--- src/rtl/gpt_pkg.sv ---
// Shared types and constants for the grid point thinning block.
`default_nettype none
package gpt_pkg;
  localparam int CoordW = 20;
  localparam int CellW  = 20;
  localparam int IdxW   = 6;
  localparam logic [1:0] StatusOk       = 2'd0;
  localparam logic [1:0] StatusZeroCell = 2'd1;
  localparam logic [1:0] StatusGridBig  = 2'd2;
  localparam logic [1:0] StatusOverflow = 2'd3;

  typedef struct packed {
    logic start_div;   // start a divide of the stored point at rd index
    logic first;       // this divide opens the bounding box pass
    logic bbox_upd;    // fold the quotients into the bounding box
    logic clr_map;     // clear one bitmap word
    logic map_rd;      // look up the cell of the current point
    logic map_wr;      // mark the cell of the current point
  } cmd_t;

  typedef struct packed {
    logic div_done;
    logic grid_big;
    logic cell_free;
  } stat_t;
endpackage
`default_nettype wire

--- src/rtl/gpt_ctrl.sv ---
// Controller state machine sequencing collection, both passes and emission.
`default_nettype none
module gpt_ctrl #(
  parameter int MaxPoints = 64,
  parameter int GridCells = 4096
) (
  input  wire logic                             clk,
  input  wire logic                             rst_n,
  input  wire logic                             in_valid,
  output logic                                  in_ready,
  input  wire logic                             in_last,
  input  wire logic [gpt_pkg::CellW-1:0]        cell_size,
  output logic                                  st_we,
  output logic [$clog2(MaxPoints)-1:0]          st_addr,
  output logic [$clog2(GridCells)-1:0]          clr_addr,
  output gpt_pkg::cmd_t                         cmd,
  input  wire gpt_pkg::stat_t                   stat,
  output logic                                  emit,
  output logic [gpt_pkg::IdxW-1:0]              emit_idx,
  output logic [1:0]                            emit_status,
  output logic                                  emit_err,
  output logic                                  emit_last,
  input  wire logic                             out_busy
);
  localparam int PW = $clog2(MaxPoints);
  localparam int CW = $clog2(MaxPoints + 1);
  localparam int AW = $clog2(GridCells);
  localparam logic [3:0] S_COLLECT = 4'd0, S_CHECK = 4'd1, S_RD1 = 4'd2,
    S_DIV1 = 4'd3, S_AREA = 4'd4, S_CLEAR = 4'd5, S_RD2 = 4'd6, S_DIV2 = 4'd7,
    S_LOOK = 4'd8, S_DEC = 4'd9, S_EMIT = 4'd10, S_ERR = 4'd11;

  logic [3:0] state_r, state_nxt;
  logic [CW-1:0] cnt_r, cnt_nxt;
  logic [PW-1:0] i_r, i_nxt;
  logic [AW-1:0] clr_r, clr_nxt;
  logic ovf_r, ovf_nxt, pend_r, pend_nxt;
  logic [PW-1:0] pidx_r, pidx_nxt;
  logic [1:0] err_r, err_nxt;
  logic accept, is_lastpt;

  assign accept = in_valid & in_ready;
  assign in_ready = (state_r == S_COLLECT);
  assign st_we = accept & (cnt_r < CW'(MaxPoints));
  // The store read is registered, so it is addressed with the next point index.
  assign st_addr = accept ? cnt_r[PW-1:0] : i_nxt;
  assign clr_addr = clr_r;
  assign is_lastpt = (CW'(i_r) + 1'b1) == cnt_r;

  always_comb begin
    state_nxt = state_r; cnt_nxt = cnt_r; i_nxt = i_r; clr_nxt = clr_r;
    ovf_nxt = ovf_r; pend_nxt = pend_r; pidx_nxt = pidx_r; err_nxt = err_r;
    cmd = '0; emit = 1'b0; emit_idx = '0; emit_status = gpt_pkg::StatusOk;
    emit_err = 1'b0; emit_last = 1'b0;
    unique case (state_r)
      S_COLLECT: if (accept) begin
        if (cnt_r < CW'(MaxPoints)) cnt_nxt = cnt_r + 1'b1;
        else ovf_nxt = 1'b1;
        if (in_last) state_nxt = S_CHECK;
      end
      S_CHECK: begin
        i_nxt = '0; pend_nxt = 1'b0;
        if (cell_size == '0) begin
          err_nxt = gpt_pkg::StatusZeroCell; state_nxt = S_ERR;
        end else if (ovf_r) begin
          err_nxt = gpt_pkg::StatusOverflow; state_nxt = S_ERR;
        end else state_nxt = S_RD1;
      end
      S_RD1: begin
        cmd.start_div = 1'b1; state_nxt = S_DIV1;
      end
      S_DIV1: if (stat.div_done) begin
        cmd.bbox_upd = 1'b1; cmd.first = (i_r == '0);
        if (is_lastpt) state_nxt = S_AREA;
        else begin
          i_nxt = i_r + 1'b1; state_nxt = S_RD1;
        end
      end
      S_AREA: begin
        clr_nxt = '0; i_nxt = '0;
        if (stat.grid_big) begin
          err_nxt = gpt_pkg::StatusGridBig; state_nxt = S_ERR;
        end else state_nxt = S_CLEAR;
      end
      S_CLEAR: begin
        cmd.clr_map = 1'b1; clr_nxt = clr_r + 1'b1;
        if (clr_r == AW'(GridCells - 1)) state_nxt = S_RD2;
      end
      S_RD2: begin
        cmd.start_div = 1'b1; state_nxt = S_DIV2;
      end
      S_DIV2: if (stat.div_done) begin
        cmd.map_rd = 1'b1; state_nxt = S_LOOK;
      end
      S_LOOK: state_nxt = S_DEC;
      S_DEC: begin
        if (stat.cell_free) cmd.map_wr = 1'b1;
        state_nxt = S_EMIT;
        if (stat.cell_free && pend_r) begin
          // A newer kept point exists, so the pending one is not last.
          if (out_busy) state_nxt = S_DEC;
          else begin
            emit = 1'b1; emit_idx = gpt_pkg::IdxW'(pidx_r);
          end
        end
        if (stat.cell_free && !(pend_r && out_busy)) begin
          pend_nxt = 1'b1; pidx_nxt = i_r;
        end
        if (state_nxt == S_DEC) cmd.map_wr = 1'b0;
      end
      S_EMIT: begin
        if (!is_lastpt) begin
          i_nxt = i_r + 1'b1; state_nxt = S_RD2;
        end else if (!out_busy) begin
          emit = pend_r; emit_idx = gpt_pkg::IdxW'(pidx_r); emit_last = 1'b1;
          cnt_nxt = '0; ovf_nxt = 1'b0; state_nxt = S_COLLECT;
        end
      end
      S_ERR: if (!out_busy) begin
        emit = 1'b1; emit_err = 1'b1; emit_status = err_r; emit_last = 1'b1;
        cnt_nxt = '0; ovf_nxt = 1'b0; state_nxt = S_COLLECT;
      end
      default: state_nxt = S_COLLECT;
    endcase
  end

  always_ff @(posedge clk) begin
    if (!rst_n) begin
      state_r <= S_COLLECT; cnt_r <= '0; ovf_r <= 1'b0; pend_r <= 1'b0;
    end else begin
      state_r <= state_nxt; cnt_r <= cnt_nxt; ovf_r <= ovf_nxt; pend_r <= pend_nxt;
    end
    i_r <= i_nxt; clr_r <= clr_nxt; pidx_r <= pidx_nxt; err_r <= err_nxt;
  end
endmodule
`default_nettype wire

--- config.mk ---
export PLATFORM = sky130hd
export DESIGN_NAME = gpt_ctrl
export DESIGN_NICKNAME = d
export VERILOG_FILES = /design/src/rtl/gpt_pkg.sv /design/src/rtl/gpt_ctrl.sv
export SDC_FILE = /design/constraint.sdc
export NUM_CORES = 1
export LEC_CHECK = 0
export BUFFER_PORTS_ARGS = -buffer_cell sky130_fd_sc_hd__buf_2
export CAP_MARGIN = 20
export CORE_UTILIZATION = 50
export CTS_BUF_LIST = sky130_fd_sc_hd__clkbuf_4
export DETAILED_ROUTE_END_ITERATION = 10
export HOLD_SLACK_MARGIN = 0.05
export PLACE_DENSITY = 0.75
export SYNTH_ARGS = -nofsm -noshare
export SYNTH_HDL_FRONTEND = slang
export SYNTH_SLANG_ARGS = --single-unit
--- constraint.sdc ---
create_clock -name clk -period 7.9 [get_ports clk]
set_input_delay 2.37 -clock clk [delete_from_list [all_inputs] [get_ports clk]]
set_output_delay 2.37 -clock clk [all_outputs]
set_load 0.005 [all_outputs]
==> impl_metrics.json, run 1 <==
{
  "crit_path_max_incr_delay_ps": 540,
  "design.core.area_um2": 5470,
  "p_per_area_nw_per_um2": 136,
  "diodes": 0,
  "rsz0062_at_grt": "false",
  "ys_ff_latch": 39,
  "clock_skew_ps": 19.0,
  "cts_tree": "yes",
  "viasPerCell": 6.09,
  "min_period_over_period": 0.827,
  "dp_hpwl_um": 5060,
  "antenna_left": 0,
  "max-cap-violations": 0,
  "tns_ps": 0,
  "postLayoutCoreUtil": 0.580,
  "crit_path_top_delay_cell": "nor2_1",
  "slew_violations": 0,
  "synth_edf_count": 20,
  "grt_pass1_vias": 2552,
  "cp-start-kind": "primary input",
  "post_cts_buffers": 0,
  "drive_gt1_frac": 0.215,
  "setup_viol": 0,
  "synthesis.nets": 376,
  "synth-seq-area-share": 0.346,
  "clock_latency_ps": 360,
  "clock_path_buffers": 2,
  "die_height_um": 77.3,
  "drt_first_pass_iters": 5,
  "final_nets": 421,
  "antenna_found_initial": 0,
  "place_inst": 454,
  "tightest_slew_ps": 739,
  "clockRootBuffer": "clkbuf_4",
  "wl_um": 7010,
  "num_vias": 2813,
  "die_w_um": 77.3,
  "place_ws_ps": 1440,
  "drt_iter0_drc": 207,
  "worstPathRequired_ps": 5530,
  "start_util": 0.518,
  "die_area_um2": 5970,
  "grt_max_degree": 28,
  "seqPwrFrac": 0.517,
  "placed_area_um2": 3100,
  "intPower_mw": 0.307,
  "p_clk_frac": 0.317,
  "hold_buffers": 0,
  "worst_path_dominant_cell_family": "compound AO/OA/AOI/OAI gates",
  "ctsHtreeMaxLevel": 2,
  "ys_types": 59,
  "syn_to_final_growth_pct": 11.9,
  "slew_headroom": 0.506,
  "crit_buf_inv": 2,
  "path_class": "primary input to output port",
  "grtUsageTotal": 0.245,
  "netlist_area_um2": 2830,
  "port_buffers": 64,
  "cts_buffers": 5,
  "instances_no_fill": 462,
  "swShare": 0.288,
  "critical_path.cell_chain": "buf_2, a21boi_0, nor2_1, a21boi_0, o311ai_0, buf_2",
  "synth_cells": 344,
  "power.total_mw": 0.431,
  "p_leak_nw": 1.22,
  "fin_ws_ps": 1370,
  "final.min_clock_period_ps": 6530,
  "pin_count": 65,
  "finalInstanceArea_um2": 3170,
  "yosys_most_used_dff": "edfxtp_1",
  "cp.arrival_ps": 4160,
  "ir_drop_v": 0.0000580,
  "clkSinkCount": 39,
  "max_freq_ghz": 0.153,
  "place_congestion": 0.894,
  "avgSynthCellArea_um2": 8.24,
  "grt_pass1_wl_um": 11700,
  "hold_class": "register to register",
  "async_reset_ff_frac": 0,
  "yosysWarnings": 0,
  "grt_overflow": 0,
  "drc": 0,
  "endpoint_kind": "output port",
  "power.switching_mw": 0.124,
  "fillers": 530,
  "post_cts_resized": 0,
  "rows": 27,
  "wl_per_cell_um": 15.2,
  "clkTransAtPathRegs_ps": 120,
  "status": "completed",
  "hold_ws_ps": 495,
  "cp_max_fo": 12,
  "comb_power_share": 0.166,
  "hold_violations": 0
}
registers in the layout, indices dropped and copies added (netlist names):
signal    cells
ovf_r         1
clr_addr     12
pidx_r        6
pend_r        1
cnt_r         7
err_r         2
state_r       4
i_r           6
path summary, 6_finish.rpt:
kind	start	end	slack (ps)	cells after the start
worst max-delay path	stat[2]	st_addr[0]	1370	6
worst min-delay path	ovf_r	ovf_r	490	2
worst max register to register	i_r[0]	cnt_r[0]	5020	8
worst min register to register	ovf_r	ovf_r	490	2
logic make-up (layout without fill, tap and decap cells):
kind of cell	after synthesis	count (layout)	synth area share
AND/OR/NAND/NOR	147	147	0.283
AO/OA/AOI/OAI	93	93	0.217
buffers and inverters	42	88	0.0750
flip-flops	39	39	0.346
XOR/XNOR	14	14	0.0433
multiplexers	5	5	0.0177
adder cells (fa/ha/maj)	4	4	0.0177
per-layer routing:
| layer | track usage | part of all wire | vias to the layer above | routed length, µm |
|---|---|---|---|---|
| met5 | 0 | 0 | - | 0 |
| met4 | 0.0906 | 0.014 | 0 | 97 |
| met1 | 0.324 | 0.44 | 1312 | 3110 |
| met3 | 0.0560 | 0.071 | 11 | 500 |
| li1 | - | - | 1363 | - |
| met2 | 0.386 | 0.47 | 127 | 3300 |
power by group through the flow:
stage	Clock, mW	Combinational [mW]	Sequential, mW
after floorplan	0	0.0585	0.220
after global placement	0	0.0688	0.227
after detailed placement	0	0.0701	0.227
after CTS	0.139	0.0707	0.222
after global routing	0.148	0.0785	0.224
final	0.137	0.0714	0.223
final cells by class:
class,instances,area (µm²),share of cell area
clock inverter,3,38.8,0.0122
timing repair buffer,65,328,0.103
inverter,15,56.3,0.0178
sequential,39,981,0.309
tap,72,90.1,0.0284
clock buffer,5,37.5,0.0118
multi-input combinational,263,1640,0.517
worst min-delay path, cell delays in order, from the launching register on:
cell	delay, ps
dfxtp_1	350
a21oi_1	40
nor2_1	70
synthesized netlist by cell type (8+ instances only):
cell	number	area, µm²
dfxtp_1	19	380
a31oi_1	12	75.1
clkbuf_1	13	48.8
nor2_1	31	116
nand2b_1	10	62.6
nor4_1	8	50.1
nand2_1	23	86.3
o21ai_0	19	95.1
nand3_1	20	100
a21oi_1	22	110
edfxtp_1	20	601
inv_1	15	56.3
cells in the final DEF, fill, tap and decap left out, types with 12 or more instances in the layout:
cell type | netlist | routed
nand2_1 | 23 | 23
nand3_1 | 20 | 20
dfxtp_1 | 19 | 19
edfxtp_1 | 20 | 20
inv_1 | 15 | 15
a31oi_1 | 12 | 12
nor2_1 | 31 | 31
a21oi_1 | 22 | 22
buf_2 | 5 | 64
o21ai_0 | 19 | 19
Note: power is estimated with default switching activity, not from simulation.
==> inputs of run 2 (changes only) <==
==> constraint.sdc (replaced) <==
create_clock -name clk -period 6.5 [get_ports clk]
set_input_delay 1.95 -clock clk [delete_from_list [all_inputs] [get_ports clk]]
set_output_delay 1.95 -clock clk [all_outputs]
set_load 0.005 [all_outputs]
==> impl_metrics.json, run 2 (synthesis gave the netlist of run 1 again) <==
{
  "die_w_um": 77.3,
  "clock_path_buffers": 2,
  "regToRegSetupSlack_ps": 3600,
  "slew_headroom": 0.492,
  "pin_count": 65,
  "worst_path_dominant_cell_family": "compound AO/OA/AOI/OAI gates",
  "instances_no_fill": 463,
  "crit_path_top_delay_cell": "o21ai_1",
  "diodes": 0,
  "num_vias": 2782,
  "hold_class": "register to register",
  "final_nets": 422,
  "dp_hpwl_um": 5060,
  "tns_ps": 0,
  "crit_path_max_incr_delay_ps": 540,
  "clockRootBuffer": "clkbuf_4",
  "worstReg2RegStart": "i_r[0]",
  "cp-start-kind": "primary input",
  "critical_path.cell_chain": "buf_2, nand2b_1, a2bb2oi_1, o21ai_1, a21boi_0, o311ai_0, buf_2",
  "tightest_slew_ps": 759,
  "layout_commonest_cell": "buf_2",
  "die_height_um": 77.3,
  "rows": 27,
  "clock_latency_ps": 350,
  "final.min_clock_period_ps": 5590,
  "grt_overflow": 0,
  "rr_worst_depth": 8,
  "viasPerCell": 6.01,
  "ctsHtreeMaxLevel": 2,
  "hold_violations": 0,
  "endpoint": "st_addr[0]",
  "drive_gt1_frac": 0.220,
  "clkSinkCount": 39,
  "critPathLaunch": "stat[2]",
  "p_leak_nw": 1.22,
  "max_freq_ghz": 0.179,
  "max-cap-violations": 0,
  "endpoint_kind": "output port",
  "drt_iter0_drc": 283,
  "wl_per_cell_um": 15.0,
  "ir_drop_v": 0.0000974,
  "post_cts_buffers": 0,
  "die_area_um2": 5970,
  "cts_tree": "yes",
  "place_ws_ps": 969,
  "status": "completed",
  "crit_cells": 7,
  "multi_input_area_um2": 1640,
  "antenna_found_initial": 0,
  "grt_max_degree": 28,
  "drc": 0,
  "seqCellArea_um2": 981,
  "antenna_left": 0,
  "grt_pass1_vias": 2511,
  "crit_buf_inv": 2,
  "port_buffers": 64,
  "p_per_area_nw_per_um2": 165,
  "holdPathStages": 0,
  "start_util": 0.518,
  "fillers": 520,
  "place_inst": 455,
  "cp_max_fo": 9,
  "slew_violations": 0,
  "cp.arrival_ps": 3640,
  "clkTransAtPathRegs_ps": 120,
  "fin_ws_ps": 905,
  "rsz0062_at_grt": "false",
  "place_congestion": 0.927,
  "post_cts_resized": 0,
  "postLayoutCoreUtil": 0.582,
  "setup_viol": 0,
  "path_class": "primary input to output port",
  "min_period_over_period": 0.861,
  "r2r_end": "cnt_r[0]",
  "wl_um": 6950,
  "grt_pass1_wl_um": 11600,
  "final_cell_mix": "64 x buf_2, 31 x nor2_1, 23 x nand2_1, 22 x a21oi_1",
  "clock_skew_ps": 8.00,
  "hold_buffers": 0,
  "grtUsageTotal": 0.242,
  "drt_first_pass_iters": 5,
  "cts_buffers": 5,
  "worstPathRequired_ps": 4550,
  "critPathMostFrequentCell": "buf_2",
  "syn_to_final_growth_pct": 12.4,
  "design.core.area_um2": 5470,
  "largest_reg_flops": 12
}
[run 2: where the power goes]
group          internal [mW]  switching, mW
clock network         0.0809         0.0870
registers              0.260         0.0107
logic                 0.0338         0.0527
total                  0.375          0.150
[run 2: worst register-to-register path, delay by kind of cell, from the launching register on]
kind | cells | cell delay [ps]
AOI/OAI and AO/OA | 1 | 630
xor gates and xnor gates | 1 | 150
adders and majority gates | 1 | 340
buffers and inverters | 1 | 130
DFF | 1 | 460
and+or+nand+nor | 4 | 1090
[run 2: per-stage QoR]
| stage | area [µm²] | total power, mW | hold WS (ps) |
|---|---|---|---|
| 2_1_floorplan | 2830 | 0.339 | 406 |
| 3_3_place_gp | 3100 | 0.359 | 473 |
| 3_5_place_dp | 3100 | 0.361 | 502 |
| 4_1_cts | 3180 | 0.527 | 531 |
| 5_1_grt | 3180 | 0.548 | 556 |
| 6_report | 3180 | 0.525 | 544 |
[run 2: metal layers]
metal | GRT usage | vias to the layer above | share of wire
li1 | - | 1358 | -
met1 | 0.316 | 1295 | 0.45
met2 | 0.385 | 120 | 0.47
met3 | 0.0417 | 9 | 0.062
met4 | 0.113 | 0 | 0.014
met5 | 0 | - | 0
[run 2: worst min-delay path by stage]
stage	startpoint	end	slack [ps]
final	i_r[1]	pidx_r[1]	540
after global routing	ovf_r	ovf_r	560
after floorplan	i_r[5]	pidx_r[5]	410
after detailed placement	ovf_r	ovf_r	500
after CTS	ovf_r	ovf_r	530
after global placement	ovf_r	ovf_r	470
[run 2: layout make-up]
| class | instances | area share |
|---|---|---|
| multi-input combinational | 263 | 0.515 |
| sequential | 39 | 0.308 |
| timing repair buffer | 66 | 0.105 |
| tap | 72 | 0.0283 |
| inverter | 15 | 0.0177 |
| clock inverter | 3 | 0.0138 |
| clock buffer | 5 | 0.0118 |
==> inputs of run 3 (changes only) <==
==> constraint.sdc (replaced) <==
create_clock -name clk -period 6.5 [get_ports clk]
set_input_delay 1.3 -clock clk [delete_from_list [all_inputs] [get_ports clk]]
set_output_delay 1.3 -clock clk [all_outputs]
set_load 0.005 [all_outputs]
==> impl_metrics.json, run 3 (synthesis gave the netlist of run 1 again) <==
{
  "status": "completed",
  "diodes": 0,
  "tightest_slew_ps": 740,
  "viasPerCell": 6.11,
  "hold_class": "register to register",
  "rsz0062_at_grt": "false",
  "port_buffers": 64,
  "hold_ws_ps": 517,
  "cp_max_fo": 27,
  "place_congestion": 0.923,
  "power.total_mw": 0.525,
  "pin_count": 65,
  "design.core.area_um2": 5470,
  "min_period_over_period": 0.680,
  "setup_viol": 0,
  "syn_to_final_growth_pct": 12.1,
  "drt_first_pass_iters": 5,
  "crit_path_max_incr_delay_ps": 490,
  "place_inst": 454,
  "cp-start-kind": "register",
  "clkSinkCount": 39,
  "p_per_area_nw_per_um2": 165,
  "drc": 0,
  "rows": 27,
  "worstPathRequired_ps": 5200,
  "die_area_um2": 5970,
  "antenna_left": 0,
  "hold_violations": 0,
  "drive_gt1_frac": 0.218,
  "clock_path_buffers": 2,
  "grt_pass1_vias": 2519,
  "grtUsageTotal": 0.243,
  "fillers": 520,
  "comb_power_share": 0.165,
  "dp_hpwl_um": 5180,
  "critical_path.cell_chain": "ha_1, nand3_1, or3_2, o211a_1, nand4_2, o21ai_0, a311o_1, buf_2",
  "final_nets": 421,
  "num_vias": 2824,
  "seqPwrFrac": 0.516,
  "cts_tree": "yes",
  "die_height_um": 77.3,
  "cts_buffers": 5,
  "clkTransAtPathRegs_ps": 130,
  "path_class": "register to output port",
  "post_cts_buffers": 0,
  "swShare": 0.287,
  "largest_reg_flops": 12,
  "postLayoutCoreUtil": 0.580,
  "start_util": 0.518,
  "wl_um": 7020,
  "final.min_clock_period_ps": 4420,
  "tns_ps": 0,
  "crit_path_top_delay_cell": "or3_2",
  "hold_buffers": 0,
  "p_leak_nw": 1.22,
  "clockRootBuffer": "clkbuf_4",
  "instances_no_fill": 462,
  "wl_per_cell_um": 15.2,
  "grt_overflow": 0,
  "ctsHtreeMaxLevel": 2,
  "p_clk_frac": 0.320,
  "max-cap-violations": 0,
  "post_cts_resized": 0,
  "power.switching_mw": 0.151,
  "slew_violations": 0,
  "die_w_um": 77.3,
  "intPower_mw": 0.375,
  "clock_latency_ps": 350,
  "crit_buf_inv": 1,
  "worst_path_dominant_cell_family": "simple AND/OR/NAND/NOR gates",
  "final_cell_mix": "64 x buf_2, 31 x nor2_1, 23 x nand2_1, 22 x a21oi_1",
  "max_freq_ghz": 0.226,
  "drt_iter0_drc": 190,
  "cp.arrival_ps": 3120,
  "layout_commonest_cell": "buf_2",
  "ir_drop_v": 0.000102,
  "grt_pass1_wl_um": 11600,
  "clock_skew_ps": 12.3,
  "endpoint_kind": "output port",
  "grt_max_degree": 28,
  "slew_headroom": 0.505,
  "antenna_found_initial": 0
}
run 3: cell types whose count changed in the layout (fill, tap and decap cells not counted):
cell,before,now
buf_4,2,1
run 3: per-layer routing:
metal  wire length [µm]  track usage  part of all wire
met4                 91       0.0774             0.013
met5                  0            0                 0
met2               3350        0.397              0.48
met3                500       0.0440             0.071
met1               3080        0.323              0.44
run 3: layout make-up:
cell class | instances | area [µm²] | area share
Tap cell | 72 | 90.1 | 0.0284
Inverter | 15 | 56.3 | 0.0177
Clock inverter | 3 | 43.8 | 0.0138
Multi-Input combinational cell | 263 | 1640 | 0.516
Clock buffer | 5 | 37.5 | 0.0118
Timing Repair Buffer | 65 | 328 | 0.103
Sequential cell | 39 | 981 | 0.309
run 3: power by group through the flow:
stage / clock, mW / combinational [mW] / sequential (mW)
5_1_grt: 0.183 / 0.0960 / 0.272
3_3_place_gp: 0 / 0.0832 / 0.276
3_5_place_dp: 0 / 0.0845 / 0.276
6_report: 0.168 / 0.0866 / 0.271
4_1_cts: 0.169 / 0.0852 / 0.270
2_1_floorplan: 0 / 0.0711 / 0.268
run 3: worst paths after layout:
kind                              from  slack [ps]    endpoint  cells after the start
worst min register to register   ovf_r         520       ovf_r                      2
worst max-delay path            i_r[0]        2080  st_addr[5]                      8
worst max register to register  i_r[0]        3710    cnt_r[2]                      8
worst min-delay path             ovf_r         520       ovf_r                      2
run 3: through the flow:
step | cell area (µm²) | worst slack (ps)
global route | 3180 | 1770
global placement | 3100 | 2240
detailed placement | 3100 | 2160
floorplan | 2830 | 2880
finish | 3180 | 2080
CTS | 3180 | 2080
run 3: tightest hold or removal path, delay by kind of cell (launching register included):
family	cells	cell delay, ps
AO/OA/AOI/OAI	1	50
flip-flops	1	370
AND/OR/NAND/NOR	1	80
